==> src/rtl/ssbag_pkg.sv <==
// ----------------------------------------------------------------------------
// ssbag_pkg
// Shared types and codes for the strided stream beat address generator.
// ----------------------------------------------------------------------------
package ssbag_pkg;

  localparam int ADDR_BITS  = 32;  // address arithmetic width, wraps at 2^ADDR_BITS
  localparam int DATA_BITS  = 32;  // configuration and counter width
  localparam int WIDTH_BITS = 12;  // req_width field
  localparam int BEAT_BITS  = 7;   // beat_bytes / port size field
  localparam int IDX_BITS   = 3;   // configuration register index
  localparam int CNT_BITS   = $clog2(DATA_BITS);

  localparam logic [BEAT_BITS-1:0] PORT_MAX = BEAT_BITS'(64);
  localparam logic [BEAT_BITS-1:0] PORT_RST = BEAT_BITS'(4);

  // configuration register indexes
  typedef enum logic [IDX_BITS-1:0] {
    REG_BASE_ADDRESS = 3'd0,
    REG_TOTAL_LEN    = 3'd1,
    REG_RUN_LEN      = 3'd2,
    REG_RUN_STRIDE   = 3'd3,
    REG_GROUP_LEN    = 3'd4,
    REG_GROUP_STRIDE = 3'd5,
    REG_PORT_SIZE    = 3'd6
  } reg_idx_t;

  // result status codes
  typedef enum logic [1:0] {
    ST_ISSUED   = 2'd0,
    ST_FINISHED = 2'd1,
    ST_ZERO     = 2'd2
  } status_t;

  // sequencer states
  typedef enum logic [2:0] {
    S_IDLE,
    S_DIV_RUN,
    S_DIV_GRP,
    S_MUL_GRP,
    S_MUL_RUN,
    S_SUM,
    S_FIN
  } seq_state_t;

endpackage

==> src/rtl/strided_stream_beat_address_generator.sv <==
// ----------------------------------------------------------------------------
// strided_stream_beat_address_generator
// Turns beat requests into addresses of a two-level strided walk.
// ----------------------------------------------------------------------------
// Sequence: a linear walk (run_len 0) goes from input accept straight to the finish
//   step; a strided walk first runs two 32-step divisions, two multiplies and a sum.
// Flow: no new item is taken until the result is in the output register; the shared
//   radix-2 divider yields one quotient bit per cycle. A stalled result holds the
//   sequencer in its last step until the output register frees.
// Reset: rst_n synchronous active low; control and configuration registers to reset values, no result pending.
module strided_stream_beat_address_generator
  import ssbag_pkg::*;
(
  input  logic                  clk,
  input  logic                  rst_n,
  // input items
  input  logic                  in_tvalid,
  output logic                  in_tready,
  input  logic [15:0]           in_tdata,   // [11:0] req_width, [15:12] zero
  // result items
  output logic                  out_tvalid,
  input  logic                  out_tready,
  output logic [71:0]           out_tdata,  // [31:0] beat_address, [38:32] beat_bytes,
                                            // [70:39] beat_number, [71] zero
  output logic [1:0]            out_tuser,  // [1:0] status
  output logic                  out_tlast,  // finished_after
  // configuration writes
  input  logic                  cfg_valid,
  output logic                  cfg_ready,
  input  logic [IDX_BITS-1:0]   cfg_index,
  input  logic [DATA_BITS-1:0]  cfg_data
);

  // configuration
  logic [DATA_BITS-1:0] base_r,  base_nxt;
  logic [DATA_BITS-1:0] total_r, total_nxt;
  logic [DATA_BITS-1:0] rlen_r,  rlen_nxt;
  logic [DATA_BITS-1:0] rstr_r,  rstr_nxt;
  logic [DATA_BITS-1:0] glen_r,  glen_nxt;
  logic [DATA_BITS-1:0] gstr_r,  gstr_nxt;
  logic [BEAT_BITS-1:0] port_r,  port_nxt;

  // walk state
  logic [DATA_BITS-1:0] pos_r,   pos_nxt;
  logic [DATA_BITS-1:0] count_r, count_nxt;

  // sequencer and shared units
  seq_state_t           state_r, state_nxt;
  logic [CNT_BITS-1:0]  step_r,  step_nxt;
  logic [DATA_BITS-1:0] quo_r,   quo_nxt;   // dividend shifting out, quotient in
  logic [DATA_BITS-1:0] rem_r,   rem_nxt;
  logic [DATA_BITS-1:0] off_r,   off_nxt;   // offset within run
  logic [ADDR_BITS-1:0] acc_r,   acc_nxt;   // address accumulator
  logic [ADDR_BITS-1:0] prod_r,  prod_nxt;
  logic [WIDTH_BITS-1:0] width_r, width_nxt;

  // output register
  logic                 ovalid_r, ovalid_nxt;
  logic [1:0]           ostat_r,  ostat_nxt;
  logic [ADDR_BITS-1:0] oaddr_r,  oaddr_nxt;
  logic [BEAT_BITS-1:0] obytes_r, obytes_nxt;
  logic [DATA_BITS-1:0] onum_r,   onum_nxt;
  logic                 ofin_r,   ofin_nxt;

  // shared divider step
  logic [DATA_BITS-1:0] div_den;
  logic [DATA_BITS:0]   div_trial;
  logic                 div_ge;
  logic [DATA_BITS:0]   div_diff;

  // shared multiplier
  logic [DATA_BITS-1:0]   mul_a, mul_b;
  logic [2*DATA_BITS-1:0] mul_full;

  // finish-cycle beat sizing
  logic [BEAT_BITS-1:0] port_eff;
  logic [BEAT_BITS-1:0] beat;
  logic [DATA_BITS-1:0] left;
  logic [DATA_BITS-1:0] pos_adv;
  logic                 was_done;
  logic                 out_free;
  logic                 in_acc;
  logic                 out_acc;
  logic                 cfg_acc;

  // writes only while idle; a pending write goes ahead of a new item
  assign in_tready = (state_r == S_IDLE) && !cfg_valid;
  assign cfg_ready = (state_r == S_IDLE);
  assign in_acc    = in_tvalid & in_tready;
  assign out_acc   = ovalid_r & out_tready;
  assign cfg_acc   = cfg_valid & cfg_ready;
  assign out_free  = !ovalid_r || out_tready;

  // group length 0 behaves as 1
  assign div_den   = (state_r == S_DIV_RUN) ? rlen_r :
                     ((glen_r == '0) ? DATA_BITS'(1) : glen_r);
  assign div_trial = {rem_r, quo_r[DATA_BITS-1]};
  assign div_ge    = div_trial >= {1'b0, div_den};
  assign div_diff  = div_trial - {1'b0, div_den};

  // low word only: the address wraps anyway
  assign mul_a    = (state_r == S_MUL_GRP) ? quo_r  : rem_r;
  assign mul_b    = (state_r == S_MUL_GRP) ? gstr_r : rstr_r;
  assign mul_full = mul_a * mul_b;

  always_comb begin
    // port size clamp: 0 acts as 1, above 64 acts as 64
    if (port_r == '0) begin
      port_eff = BEAT_BITS'(1);
    end else if (port_r > PORT_MAX) begin
      port_eff = PORT_MAX;
    end else begin
      port_eff = port_r;
    end
    left = rlen_r - off_r;
    if (width_r < WIDTH_BITS'(port_eff)) begin
      beat = width_r[BEAT_BITS-1:0];
    end else begin
      beat = port_eff;
    end
    if ((rlen_r != '0) && (DATA_BITS'(beat) > left)) begin
      beat = left[BEAT_BITS-1:0];
    end
    was_done = (pos_r >= total_r);
    pos_adv  = pos_r + DATA_BITS'(beat);
  end

  always_comb begin
    state_nxt  = state_r;
    step_nxt   = step_r;
    quo_nxt    = quo_r;
    rem_nxt    = rem_r;
    off_nxt    = off_r;
    acc_nxt    = acc_r;
    prod_nxt   = prod_r;
    width_nxt  = width_r;
    pos_nxt    = pos_r;
    count_nxt  = count_r;
    base_nxt   = base_r;
    total_nxt  = total_r;
    rlen_nxt   = rlen_r;
    rstr_nxt   = rstr_r;
    glen_nxt   = glen_r;
    gstr_nxt   = gstr_r;
    port_nxt   = port_r;
    ovalid_nxt = out_acc ? 1'b0 : ovalid_r;
    ostat_nxt  = ostat_r;
    oaddr_nxt  = oaddr_r;
    obytes_nxt = obytes_r;
    onum_nxt   = onum_r;
    ofin_nxt   = ofin_r;

    case (state_r)
      S_IDLE: begin
        if (in_acc) begin
          width_nxt = in_tdata[WIDTH_BITS-1:0];
          quo_nxt   = pos_r;
          rem_nxt   = '0;
          step_nxt  = '0;
          if (rlen_r == '0) begin
            acc_nxt   = ADDR_BITS'(base_r) + ADDR_BITS'(pos_r);
            state_nxt = S_FIN;
          end else begin
            state_nxt = S_DIV_RUN;
          end
        end
      end
      S_DIV_RUN, S_DIV_GRP: begin
        quo_nxt  = {quo_r[DATA_BITS-2:0], div_ge};
        rem_nxt  = div_ge ? div_diff[DATA_BITS-1:0] : div_trial[DATA_BITS-1:0];
        step_nxt = step_r + CNT_BITS'(1);
        if (step_r == CNT_BITS'(DATA_BITS - 1)) begin
          if (state_r == S_DIV_RUN) begin
            // quotient is the run index, next split it into group / run in group
            off_nxt   = rem_nxt;
            acc_nxt   = ADDR_BITS'(base_r) + ADDR_BITS'(rem_nxt);
            rem_nxt   = '0;
            state_nxt = S_DIV_GRP;
          end else begin
            state_nxt = S_MUL_GRP;
          end
        end
      end
      S_MUL_GRP: begin
        prod_nxt  = ADDR_BITS'(mul_full[DATA_BITS-1:0]);
        state_nxt = S_MUL_RUN;
      end
      S_MUL_RUN: begin
        acc_nxt   = acc_r + prod_r;
        prod_nxt  = ADDR_BITS'(mul_full[DATA_BITS-1:0]);
        state_nxt = S_SUM;
      end
      S_SUM: begin
        acc_nxt   = acc_r + prod_r;
        state_nxt = S_FIN;
      end
      S_FIN: begin
        if (out_free) begin
          ovalid_nxt = 1'b1;
          oaddr_nxt  = acc_r;
          if (was_done) begin
            ostat_nxt  = ST_FINISHED;
            obytes_nxt = '0;
            onum_nxt   = count_r;
            ofin_nxt   = 1'b1;
          end else if (width_r == '0) begin
            ostat_nxt  = ST_ZERO;
            obytes_nxt = '0;
            onum_nxt   = count_r;
            ofin_nxt   = 1'b0;
          end else begin
            ostat_nxt  = ST_ISSUED;
            obytes_nxt = beat;
            onum_nxt   = count_r + DATA_BITS'(1);
            ofin_nxt   = (pos_adv >= total_r);
            pos_nxt    = pos_adv;
            count_nxt  = count_r + DATA_BITS'(1);
          end
          state_nxt = S_IDLE;
        end
      end
      default: state_nxt = S_IDLE;
    endcase

    // writes arrive only while idle; any listed register restarts the walk
    if (cfg_acc) begin
      case (cfg_index)
        REG_BASE_ADDRESS: base_nxt  = cfg_data;
        REG_TOTAL_LEN:    total_nxt = cfg_data;
        REG_RUN_LEN:      rlen_nxt  = cfg_data;
        REG_RUN_STRIDE:   rstr_nxt  = cfg_data;
        REG_GROUP_LEN:    glen_nxt  = cfg_data;
        REG_GROUP_STRIDE: gstr_nxt  = cfg_data;
        REG_PORT_SIZE:    port_nxt  = cfg_data[BEAT_BITS-1:0];
        default: ;
      endcase
      if (cfg_index <= REG_PORT_SIZE) begin
        pos_nxt   = '0;
        count_nxt = '0;
      end
    end
  end

  always_ff @(posedge clk) begin
    if (!rst_n) begin
      state_r  <= S_IDLE;
      ovalid_r <= 1'b0;
      base_r   <= '0;
      total_r  <= '0;
      rlen_r   <= '0;
      rstr_r   <= '0;
      glen_r   <= '0;
      gstr_r   <= '0;
      port_r   <= PORT_RST;
      pos_r    <= '0;
      count_r  <= '0;
      step_r   <= '0;
    end else begin
      state_r  <= state_nxt;
      ovalid_r <= ovalid_nxt;
      base_r   <= base_nxt;
      total_r  <= total_nxt;
      rlen_r   <= rlen_nxt;
      rstr_r   <= rstr_nxt;
      glen_r   <= glen_nxt;
      gstr_r   <= gstr_nxt;
      port_r   <= port_nxt;
      pos_r    <= pos_nxt;
      count_r  <= count_nxt;
      step_r   <= step_nxt;
    end
  end

  // datapath, no reset needed
  always_ff @(posedge clk) begin
    quo_r    <= quo_nxt;
    rem_r    <= rem_nxt;
    off_r    <= off_nxt;
    acc_r    <= acc_nxt;
    prod_r   <= prod_nxt;
    width_r  <= width_nxt;
    ostat_r  <= ostat_nxt;
    oaddr_r  <= oaddr_nxt;
    obytes_r <= obytes_nxt;
    onum_r   <= onum_nxt;
    ofin_r   <= ofin_nxt;
  end

  assign out_tvalid = ovalid_r;
  assign out_tuser  = ostat_r;
  assign out_tlast  = ofin_r;
  assign out_tdata  = {1'b0, onum_r, obytes_r, oaddr_r[31:0]};

endmodule

==> config.mk <==
export PLATFORM = sky130hd
export DESIGN_NAME = strided_stream_beat_address_generator
export DESIGN_NICKNAME = d
export VERILOG_FILES = /design/src/rtl/ssbag_pkg.sv /design/src/rtl/strided_stream_beat_address_generator.sv
export SDC_FILE = /design/constraint.sdc
export NUM_CORES = 2
export LEC_CHECK = 0
export ABC_AREA = 1
export ABC_CLOCK_PERIOD_IN_PS = 23500
export BUFFER_PORTS_ARGS = -buffer_cell sky130_fd_sc_hd__buf_2
export CAP_MARGIN = 20
export CORE_ASPECT_RATIO = 0.5
export CORE_UTILIZATION = 30
export CTS_CLUSTER_DIAMETER = 30
export DETAILED_ROUTE_END_ITERATION = 8
export SLEW_MARGIN = 10
export SYNTH_ARGS = -nofsm -noshare
export SYNTH_HDL_FRONTEND = slang
export SYNTH_SLANG_ARGS = --single-unit
export TNS_END_PERCENT = 5
==> constraint.sdc <==
create_clock -name clk -period 23.5 [get_ports clk]
set_clock_uncertainty 0.1 [all_clocks]
set_input_delay 3.525 -clock clk [delete_from_list [all_inputs] [get_ports clk]]
set_output_delay 3.525 -clock clk [all_outputs]
set_load 0.01 [all_outputs]
==> run summary <==
r2r worst-path depth - 28
WL final - 161000 microns
Max VDD drop - 0.0836 mV
Synth Area in Simple Gates - 0.218
slowest cell delay on critical path - 0.98 ns
crit-path max FO - 75
post_cts resized - 0
post-cts hold buffer count - 0
Mapped Nets - 7211
Max H-tree Level - 3
postcts setup bufs - 0
Max transition margin - 0.262
ys async rst share - 0
TritonRoute pass-1 iters - 6
endpoints failing setup - 0
largest family of logic cells by synthesized area - adder cells
Pins Over Slew Limit - 0
setup repair after global routing missed its margin - no
max-cap viol count - 0
CTS root buf - clkbuf_16
via count - 42700
worst hold path class - reg -> reg
Synth Area in Compound Gates - 0.115
num rows - 103
final worst slack - 13.60 ns
Synth Area in Adders - 0.260
Worst-Margin Slew - 1.11 ns
CTS buffer count - 118
pre-CTS setup slack - 13.83 ns
Vias/cell - 4.88
first-pass GRT wire length - 246000 microns
register area - 0.0128 sq mm
drc violations - 0
Mapped Avg Cell Area - 7.47 sq um
fin crit share - 0.421
largest net degree at the start of global routing - 116
die height - 284 microns
hold_ws - 0.356 ns
routability congestion estimate - 0.953
sequential share of the synthesized area - 0.268
vias in the first global route - 40700
die width - 567 microns
port bufs - 128
count of final hold-check violations - 0
Syn Std Cell Area - 0.0479 sq mm
Routed Antenna Nets - 0
area delta synth->final - 15.3%
DR iter-0 viols - 3732
fin nets - 7338
Max Clk Rate - 101 MHz
Post-Synthesis Cells - 6407
Max Root-Sink Buffers - 3
CP required - 23.80 ns
initial antenna violation count - 7
WL per Instance - 18.4 microns
Multi-input gate area - 0.0299 sq mm
Worst setup EP type - register
slowest CP cell - o21ai_2
Die Area - 0.161 sq mm
Critical Path Source Type - register
yosys warns - 0
#FFs+latches synth - 518
CORE AREA - 0.158 sq mm
mux cell area share after synthesis - 0.000209
LEAKAGE - 26.2 nW
Global Route Usage Sum - 0.198
crit path DAT - 10.20 ns
Clock Latency Late Sink - 0.72 ns
Boundary Pins - 134
setup TNS - 0 ns
critical path type - reg -> reg
xor-xnor portion of the synthesized cell area - 0.0291
GRT Residual Overflow - 0
clk sink count - 518
hpwl dp - 124000 microns
hold path depth - 2
CTS tree - yes
share of cells above drive strength 1 - 0.0742
post-synth cell types - 54
Initial Util - 0.303
most frequent CP cell - fa_1
Synth Flop Type - dfxtp_1
number of enable flip-flop cells after synthesis - 246
Clk pin slew, worst setup/hold paths - 0.05 ns
Filler cells - 16600
outcome - completed
pwr dens - 113 mW/mm^2
min Tclk post-route - 9.90 ns
==> kinds of logic after synthesis <==
kind of cell / count (synthesis)
AO/OA/AOI/OAI: 1031
XOR/XNOR: 159
adder cells (fa/ha/maj): 748
buffers and inverters: 1366
flip-flops: 518
multiplexers: 1
other: 1
AND/OR/NAND/NOR: 2583
==> layer usage <==
metal  up-vias  GRT usage  share of wire
li1      20500          -              -
met1     20500      0.281           0.46
met2      1472      0.309           0.44
met3       248     0.0322          0.077
met4         2     0.0548          0.028
met5         -          0        0.00012
==> per-stage QoR <==
step | total power (W) | util | instances | cell area, sq um
floorplan | 0.00327 | - | 6407 | 47900
CTS | 0.00621 | 0.349 | 8739 | 55200
global route | 0.00662 | 0.349 | 8741 | 55200
global placement | 0.00443 | 0.322 | 8510 | 50900
detailed placement | 0.00447 | 0.322 | 8513 | 50900
finish | 0.00625 | 0.349 | 8746 | 55200
==> flip-flops by register name, indices dropped and copies added, names as in the netlist, 2 cells and up <==
signal	cells
acc_r	32
base_r	32
count_r	32
glen_r	32
gstr_r	32
oaddr_r	32
obytes_r	7
off_r	32
onum_r	32
out_tuser	2
port_r	7
pos_r	32
prod_r	32
quo_r	32
rem_r	32
rlen_r	32
rstr_r	32
state_r	3
step_r	5
total_r	32
width_r	12
==> cells in the mapped netlist (all sizes together) (108+ instances only) <==
master,count,area (sq um)
a21oi,371,1860
fa,413,8270
edfxtp,246,7390
o21ai,561,2930
nor2,757,2850
ha,335,4190
dfxtp,272,5450
inv,1163,4370
xor2,108,946
nand2,1464,5540
clkbuf,154,578
nand3,159,818
==> report_power, final <==
group          internal (W)  total, W  leakage, nW  switching, W
clock               0.00111   0.00172         2.02      0.000607
combinational      0.000924   0.00322         19.6       0.00229
sequential          0.00121   0.00131         4.50      0.000101
total               0.00325   0.00625         26.2       0.00300
==> worst max-delay path: cells and delay by family (launching register included) <==
family | cells | cell delay [ns]
AO/OA/AOI/OAI | 1 | 0.98
XOR/XNOR | 1 | 0.34
adder cells (fa/ha/maj) | 9 | 4.16
buffers and inverters | 7 | 1.67
flip-flops | 1 | 0.38
AND/OR/NAND/NOR | 10 | 1.90
==> placed cells by master (no fill, tap or decap), types with 156 or more instances in the layout <==
cell type  count
o21ai_0      516
dfxtp_1      272
inv_1       1151
ha_1         335
nand3_1      156
nand2_1     1450
a21oi_1      371
edfxtp_1     246
nor2_1       749
fa_1         413
==> final timing paths <==
path | end | slack (ns) | startpoint
worst max register to register | prod_r[30] | 13.60 | state_r[2]
worst max-delay path | prod_r[30] | 13.60 | state_r[2]
worst min register to register | gstr_r[19] | 0.36 | gstr_r[19]
worst min-delay path | gstr_r[19] | 0.36 | gstr_r[19]
==> area by class of cell <==
| type | count | share of cell area |
|---|---|---|
| Antenna cell | 6 | 0.000272 |
| Inverter | 1177 | 0.0800 |
| Clock buffer | 137 | 0.0572 |
| Multi-Input combinational cell | 4523 | 0.542 |
| Clock inverter | 89 | 0.0197 |
| Sequential cell | 518 | 0.232 |
| Timing Repair Buffer | 196 | 0.0212 |
| Tap cell | 2100 | 0.0476 |
No activity file was read; power rests on OpenSTA's default activity.
